### config.mk
export PLATFORM = sky130hd
export DESIGN_NAME = fifo_page_replacement_top
export DESIGN_NICKNAME = d
export VERILOG_FILES = /design/src/hdl/fpr_pkg.sv /design/src/hdl/fpr_ctrl.sv /design/src/hdl/fpr_dp.sv /design/src/hdl/fifo_page_replacement_top.sv
export SDC_FILE = /design/constraint.sdc
export NUM_CORES = 1
export LEC_CHECK = 0
export BUFFER_PORTS_ARGS = -buffer_cell sky130_fd_sc_hd__buf_4
export CAP_MARGIN = 20
export CORE_MARGIN = 5
export CORE_UTILIZATION = 55
export DETAILED_ROUTE_END_ITERATION = 6
export HOLD_SLACK_MARGIN = 0.12
export PLACE_DENSITY = 0.71
export SETUP_SLACK_MARGIN = 0.15
export SYNTH_ARGS = -nofsm -noshare
export SYNTH_HDL_FRONTEND = slang
export SYNTH_HIERARCHICAL = 1
export SYNTH_SLANG_ARGS = --single-unit
### constraint.sdc
create_clock -name clk -period 3.34 [get_ports clk]
set_input_delay 0.334 -clock clk [delete_from_list [all_inputs] [get_ports clk]]
set_output_delay 0.334 -clock clk [all_outputs]
set_load 0.02 [all_outputs]
### src/hdl/fpr_pkg.sv
package fpr_pkg;

  localparam int NUM_FRAMES = 32;
  localparam int NUM_PAGES  = 64;

  localparam int PAGE_W  = (NUM_PAGES > 1) ? $clog2(NUM_PAGES) : 1;
  localparam int FRAME_W = 5;
  localparam int CFG_W   = 7;
  localparam int CNT_W   = $clog2(NUM_PAGES + 1);

  // Commands from the controller to the datapath.
  typedef struct packed {
    logic load;          // latch the accepted word and clear the result
    logic scan;          // one step of the victim search
    logic fault_commit;  // evict, map the faulting page, advance the pointer
    logic wr_read;       // read the frame of the written page
    logic wr_commit;     // mark the page dirty and report its frame
    logic out_load;      // move the result into the output register
  } cmd_t;

  // Status from the datapath to the controller.
  typedef struct packed {
    logic in_range;      // page of the offered word is below the page limit
    logic act_write;     // offered word is a write access
    logic scan_done;     // search hit the owner or ran past the last page
    logic out_free;      // output register can take a result this cycle
  } status_t;

endpackage

### src/hdl/fpr_ctrl.sv
module fpr_ctrl (
  input  logic             clk,
  input  logic             rst,
  input  logic             in_valid,
  output logic             in_ready,
  input  fpr_pkg::status_t st,
  output fpr_pkg::cmd_t    cmd
);
  import fpr_pkg::*;

  localparam logic [2:0] S_IDLE   = 3'd0;
  localparam logic [2:0] S_SCAN   = 3'd1;
  localparam logic [2:0] S_UPDATE = 3'd2;
  localparam logic [2:0] S_WREAD  = 3'd3;
  localparam logic [2:0] S_WDONE  = 3'd4;
  localparam logic [2:0] S_FINISH = 3'd5;

  logic [2:0] state;
  logic [2:0] state_next;

  always_ff @(posedge clk) begin
    if (rst) begin
      state <= S_IDLE;
    end else begin
      state <= state_next;
    end
  end

  always_comb begin
    state_next = state;
    cmd        = '0;
    in_ready   = 1'b0;
    case (state)
      S_IDLE: begin
        in_ready = 1'b1;
        if (in_valid) begin
          cmd.load = 1'b1;
          if (!st.in_range) begin
            state_next = S_FINISH;
          end else if (st.act_write) begin
            state_next = S_WREAD;
          end else begin
            state_next = S_SCAN;
          end
        end
      end
      S_SCAN: begin
        cmd.scan = 1'b1;
        if (st.scan_done) begin
          state_next = S_UPDATE;
        end
      end
      S_UPDATE: begin
        cmd.fault_commit = 1'b1;
        state_next       = S_FINISH;
      end
      S_WREAD: begin
        cmd.wr_read = 1'b1;
        state_next  = S_WDONE;
      end
      S_WDONE: begin
        cmd.wr_commit = 1'b1;
        state_next    = S_FINISH;
      end
      S_FINISH: begin
        if (st.out_free) begin
          cmd.out_load = 1'b1;
          state_next   = S_IDLE;
        end
      end
      default: begin
        state_next = S_IDLE;
      end
    endcase
  end

endmodule

### src/hdl/fpr_dp.sv
module fpr_dp (
  input  logic                          clk,
  input  logic                          rst,
  input  logic                          cfg_wr_en,
  input  logic [fpr_pkg::CFG_W-1:0]     cfg_wr_data,
  input  logic                          action,
  input  logic [fpr_pkg::PAGE_W-1:0]    page,
  input  fpr_pkg::cmd_t                 cmd,
  output fpr_pkg::status_t              st,
  output logic                          out_valid,
  input  logic                          out_ready,
  output logic [fpr_pkg::FRAME_W-1:0]   frame,
  output logic                          evicted,
  output logic [fpr_pkg::PAGE_W-1:0]    evicted_page,
  output logic                          write_back
);
  import fpr_pkg::*;

  logic [CFG_W-1:0]     pages_in_use;
  logic [NUM_PAGES-1:0] page_valid;
  logic [NUM_PAGES-1:0] page_dirty;
  logic [FRAME_W-1:0]   next_frame;
  logic [FRAME_W-1:0]   page_frame [NUM_PAGES];
  logic [FRAME_W-1:0]   rdata;
  logic [PAGE_W-1:0]    raddr;

  logic [PAGE_W-1:0]    pg_q;
  logic [CNT_W-1:0]     limit_q;
  logic [CNT_W-1:0]     scan_idx;
  logic [PAGE_W-1:0]    chk_idx;
  logic                 chk_vld;
  logic                 hit;
  logic [PAGE_W-1:0]    victim;

  logic [FRAME_W-1:0]   res_frame;
  logic                 res_evicted;
  logic [PAGE_W-1:0]    res_evicted_page;
  logic                 res_write_back;

  logic [CNT_W-1:0]     eff_limit;
  logic                 scan_more;
  logic                 hit_now;
  logic [NUM_PAGES-1:0] valid_clr;
  logic [NUM_PAGES-1:0] valid_set;

  // Register values above the table size act as the table size.
  assign eff_limit = (CNT_W'(pages_in_use) > CNT_W'(NUM_PAGES)) ?
                     CNT_W'(NUM_PAGES) : CNT_W'(pages_in_use);

  assign scan_more = (scan_idx < limit_q);
  assign hit_now   = chk_vld && page_valid[chk_idx] && (rdata == next_frame);
  assign raddr     = cmd.wr_read ? pg_q : scan_idx[PAGE_W-1:0];

  assign valid_clr = hit ? (NUM_PAGES'(1) << victim) : '0;
  assign valid_set = NUM_PAGES'(1) << pg_q;

  assign st.in_range  = (CNT_W'(page) < eff_limit);
  assign st.act_write = action;
  assign st.scan_done = hit_now || (!scan_more && !chk_vld);
  assign st.out_free  = !out_valid || out_ready;

  // Frame table: one write port for the fault commit, one registered read port.
  always_ff @(posedge clk) begin
    if (cmd.fault_commit) begin
      page_frame[pg_q] <= next_frame;
    end
    rdata <= page_frame[raddr];
  end

  always_ff @(posedge clk) begin
    if (rst) begin
      pages_in_use <= CFG_W'(NUM_PAGES);
      page_valid   <= '0;
      page_dirty   <= '0;
      next_frame   <= '0;
      chk_vld      <= 1'b0;
      hit          <= 1'b0;
      out_valid    <= 1'b0;
    end else begin
      if (cfg_wr_en) begin
        pages_in_use <= cfg_wr_data;
      end

      chk_vld <= cmd.scan && scan_more;

      if (cmd.load) begin
        hit <= 1'b0;
      end else if (cmd.scan && hit_now) begin
        hit <= 1'b1;
      end

      // The victim is cleared before the faulting page is set, so a page which
      // evicts itself stays valid.
      if (cmd.fault_commit) begin
        page_valid       <= (page_valid & ~valid_clr) | valid_set;
        page_dirty[pg_q] <= 1'b0;
        if (next_frame == FRAME_W'(NUM_FRAMES - 1)) begin
          next_frame <= '0;
        end else begin
          next_frame <= next_frame + FRAME_W'(1);
        end
      end

      if (cmd.wr_commit && page_valid[pg_q]) begin
        page_dirty[pg_q] <= 1'b1;
      end

      if (cmd.out_load) begin
        out_valid <= 1'b1;
      end else if (out_ready) begin
        out_valid <= 1'b0;
      end
    end
  end

  always_ff @(posedge clk) begin
    if (cmd.load) begin
      pg_q             <= page;
      limit_q          <= eff_limit;
      scan_idx         <= '0;
      res_frame        <= '0;
      res_evicted      <= 1'b0;
      res_evicted_page <= '0;
      res_write_back   <= 1'b0;
    end

    if (cmd.scan) begin
      chk_idx <= scan_idx[PAGE_W-1:0];
      if (scan_more) begin
        scan_idx <= scan_idx + CNT_W'(1);
      end
      if (hit_now) begin
        victim <= chk_idx;
      end
    end

    if (cmd.fault_commit) begin
      res_frame        <= next_frame;
      res_evicted      <= hit;
      res_evicted_page <= hit ? victim : '0;
      res_write_back   <= hit && page_dirty[victim];
    end

    if (cmd.wr_commit && page_valid[pg_q]) begin
      res_frame <= rdata;
    end

    if (cmd.out_load) begin
      frame        <= res_frame;
      evicted      <= res_evicted;
      evicted_page <= res_evicted_page;
      write_back   <= res_write_back;
    end
  end

endmodule

### src/hdl/fifo_page_replacement_top.sv
// FIFO page replacement unit: page table with valid, frame and dirty per page.
// An accepted word is processed in turn: a fault searches the frame table up to the page limit
// (64 at most), one read per cycle, then updates; a write access reads and commits the
// frame, and an out-of-range page goes straight to the output. One word is in work at a
// time, so a new word is taken only once the result of the last one is staged.
// Reset (synchronous, active high) clears valid and dirty bits, pointer and output.
module fifo_page_replacement_top (
  input  logic                          clk,
  input  logic                          rst,
  input  logic                          cfg_wr_en,
  input  logic [fpr_pkg::CFG_W-1:0]     cfg_wr_data,
  input  logic                          in_valid,
  output logic                          in_ready,
  input  logic                          action,
  input  logic [fpr_pkg::PAGE_W-1:0]    page,
  output logic                          out_valid,
  input  logic                          out_ready,
  output logic [fpr_pkg::FRAME_W-1:0]   frame,
  output logic                          evicted,
  output logic [fpr_pkg::PAGE_W-1:0]    evicted_page,
  output logic                          write_back
);
  import fpr_pkg::*;

  // The controller sequences one word at a time: accept, search or read, commit,
  // and hand the result to the output register. The datapath holds the page
  // table, the frame memory, the FIFO pointer and the result registers.
  // Reset also sets pages_in_use to the table size.
  cmd_t    cmd;
  status_t st;

  fpr_ctrl u_ctrl (
    .clk      (clk),
    .rst      (rst),
    .in_valid (in_valid),
    .in_ready (in_ready),
    .st       (st),
    .cmd      (cmd)
  );

  // The output register is separate from the result registers, so a new word
  // can be accepted and processed while the previous result waits to be taken.
  fpr_dp u_dp (
    .clk          (clk),
    .rst          (rst),
    .cfg_wr_en    (cfg_wr_en),
    .cfg_wr_data  (cfg_wr_data),
    .action       (action),
    .page         (page),
    .cmd          (cmd),
    .st           (st),
    .out_valid    (out_valid),
    .out_ready    (out_ready),
    .frame        (frame),
    .evicted      (evicted),
    .evicted_page (evicted_page),
    .write_back   (write_back)
  );

`ifndef SYNTH
  // Once a word is taken the block is busy until its result is staged.
  a_busy_after_accept: assert property (@(posedge clk) disable iff (rst)
    in_valid && in_ready |=> !in_ready)
    else $error("input accepted on two consecutive cycles");

  // A result is never loaded over one that has not yet been taken.
  a_no_overwrite: assert property (@(posedge clk) disable iff (rst)
    cmd.out_load |-> !out_valid || out_ready)
    else $error("output register overwritten while full");

  // Without an eviction there is no evicted page and no write-back.
  a_no_evict_fields: assert property (@(posedge clk) disable iff (rst)
    out_valid && !evicted |-> evicted_page == '0 && !write_back)
    else $error("eviction fields set without an eviction");
`endif

endmodule
==> metrics.txt <==
status finished clean; syn nets 1,724; CP required 3830 ps; top post-synthesis cells by area edfxtp_1, dfxtp_1, mux4_2; number of buffers created by CTS 53; drt drc 0; depth of the CTS H-tree 2; share of cells above drive strength 1 16.02%; Hold Path Depth 2; Pre-Repair DR Iteration Count 5; Setup crit start kind flop; metal3 WL 5.427 mm; sequential fraction of the synthesis area 63.72%; critical path data arrival time 3500 ps; Crit Path Max Fanout 31; IO buf count 33; area grow syn2layout 13.18%; WL/cell 24.52 µm; Sum Neg Setup Slack 0 ps; CTS tree done; Period minus WS final 3008 ps; Post-synth EDFFs 371; fmax 0.3325 GHz; CTS sink cnt 529; final core utilization 62.51%; Core ar. 40,650 µm²; final WL 57.29 mm; max_slew headroom 25.82%; global-route wire length before repair 86.48 mm; Initial Util 55.23%; DRT antenna net count 0; Max VDD drop 542.5 µV; syn avg cell area 13.28 µm²; Crit. End Element flop; Rows 74; final setup vio count 0; vias in the first global route 14,551; critical path class flop to flop; Worst-path clk slew 60 ps; CTS Root Cell clkbuf_16; detailed-placement wirelength estimate 38.83 mm; pin count of the biggest net entering global routing 70; Clock Skews 34.41 ps; drt initial violations 1,646; Yosys top cell area share 49.63%; Synth async-reset ratio 0%; clk_lat worst skew 620 ps; ys flop type edfxtp_1; Lkg Pwr 9.391 nW; cells on worst reg2reg path 7; Chip Width 212.0 µm; routed vias 14,683; fin nets 1,793; Pwr Density 640.3 nW/µm²; synth unique cells 61; setup repair after global routing missed its margin no; WL met2 26.48 mm; #FFs+latches synth 529; Max clock buf depth 3; routed vias/inst 6.286; Mapped Cells 1,691; die area 44,960 µm²; count leader, synth edfxtp_1; Hold Crit Class primary input to flop; io pins 34; uppermost layer routed met4; fin. max-slew vios 0; antenna violations before repair 0; GRT Overall Usage 25.38%; Mapped Area 22,450 µm²; top cell type by total area after synthesis edfxtp_1; Max Cap Viol 0; Final Hold Vio Count 0; routability cong. 0.9403; period utilization 90.05%; measured slew at the worst slew-check pin 1113 ps; YS warnings 6; Die Y 212.0 µm; total grt overflow 0; top post-synthesis cells by count edfxtp_1, nand2_1, dfxtp_1; Power, Total 16.27 mW; Post-Route M1 WL 23.07 mm; Antenna diodes 0
[cell type report]
cell class	instances	area (µm²)
clock inverter	34	344.1
inverter	95	356.6
multi-input combinational	965	7352
fill	2957	15240
sequential	529	14310
timing repair buffer	116	997.2
clock buffer	65	1381
tap	532	665.6
[routing by layer]
layer	global-route usage, %	vias to the layer above
met5	0	-
met4	10.20	0
met3	5.224	149
met2	39.69	828
met1	35.42	7237
li1	-	6469
[report_power, final]
group	internal, mW	switching, mW
combinational	1.36	1.67
sequential	7.11	0.213
clock	3.41	2.50
total	11.9	4.39
[registers in the layout, summed over array words and instances (netlist names), 3 cells and up]
| register | cells |
|---|---|
| u_dp/page_valid | 64 |
| u_ctrl/state | 3 |
| u_dp/limit_q | 7 |
| u_dp/victim | 6 |
| u_dp/scan_idx | 7 |
| u_dp/page_frame | 320 |
| u_dp/rdata | 5 |
| u_dp/chk_idx | 6 |
| u_dp/pg_q | 6 |
| u_dp/next_frame | 5 |
| u_dp/evicted_page | 6 |
| u_dp/res_evicted_page | 6 |
| u_dp/pages_in_use | 7 |
| u_dp/frame | 5 |
| u_dp/page_dirty | 64 |
| u_dp/res_frame | 5 |
[path summary, 6_finish.rpt]
kind                                   startpoint                    to  slack [ps]
worst max-delay path              u_ctrl/state[2]         u_dp/rdata[2]         330
worst min-delay path                          rst  u_dp/pages_in_use[2]         260
worst max register to register    u_ctrl/state[2]         u_dp/rdata[2]         330
worst min register to register  u_dp/res_frame[4]         u_dp/frame[4]         420
[repair_timing]
action / in CTS / in global routing
gates resized for setup: 0 / 1
endpoints found under the hold margin: 16 / 0
setup buffers: 0 / 7
endpoints found under the setup margin: 0 / 1
hold buffers: 24 / 0
[cells by family after synthesis]
| group | share of synthesized area, % |
|---|---|
| muxes | 13.34 |
| adders and majority gates | 0.7803 |
| and+or+nand+nor | 9.581 |
| xor gates and xnor gates | 0.2341 |
| AOI/OAI and AO/OA | 8.533 |
| buffers and inverters | 3.818 |
| DFF | 63.72 |
[worst max-delay path: stages (launching register included)]
cell and delay, ps:
dfxtp_1 310, and3b_2 490, mux2_4 510, buf_4 380
mux4_2 380, mux2i_1 160, o22ai_1 130, or4_1 530
[cells in the final DEF (no fill, tap or decap), types with 13 or more instances in the layout]
cell	count
dfxtp_1	153
a22oi_1	25
nand3_1	39
edfxtp_1	371
o21ai_0	94
nand2b_1	22
mux4_2	93
dlygate4sd3_1	24
buf_4	86
ha_1	14
a21oi_1	80
clkbuf_16	53
a2bb2oi_1	16
and3_1	23
inv_1	95
mux2i_1	69
nor2b_1	22
nand2_1	209
o22ai_1	21
o32ai_1	14
nor2_1	77
nand3b_1	21
clkinv_2	13
[through the flow]
stage               worst slack [ps]  instances  hold slack (ps)  instance area (µm²)
CTS                            290.4       2327            221.9                25330
global placement               354.0       2204            408.2                23360
global route                   187.6       2336            268.6                25410
floorplan                      466.3       1691            400.3                22450
finish                         332.4       2336            259.2                25410
detailed placement             300.1       2204            404.5                23360
(Power assumes the default switching activity.)
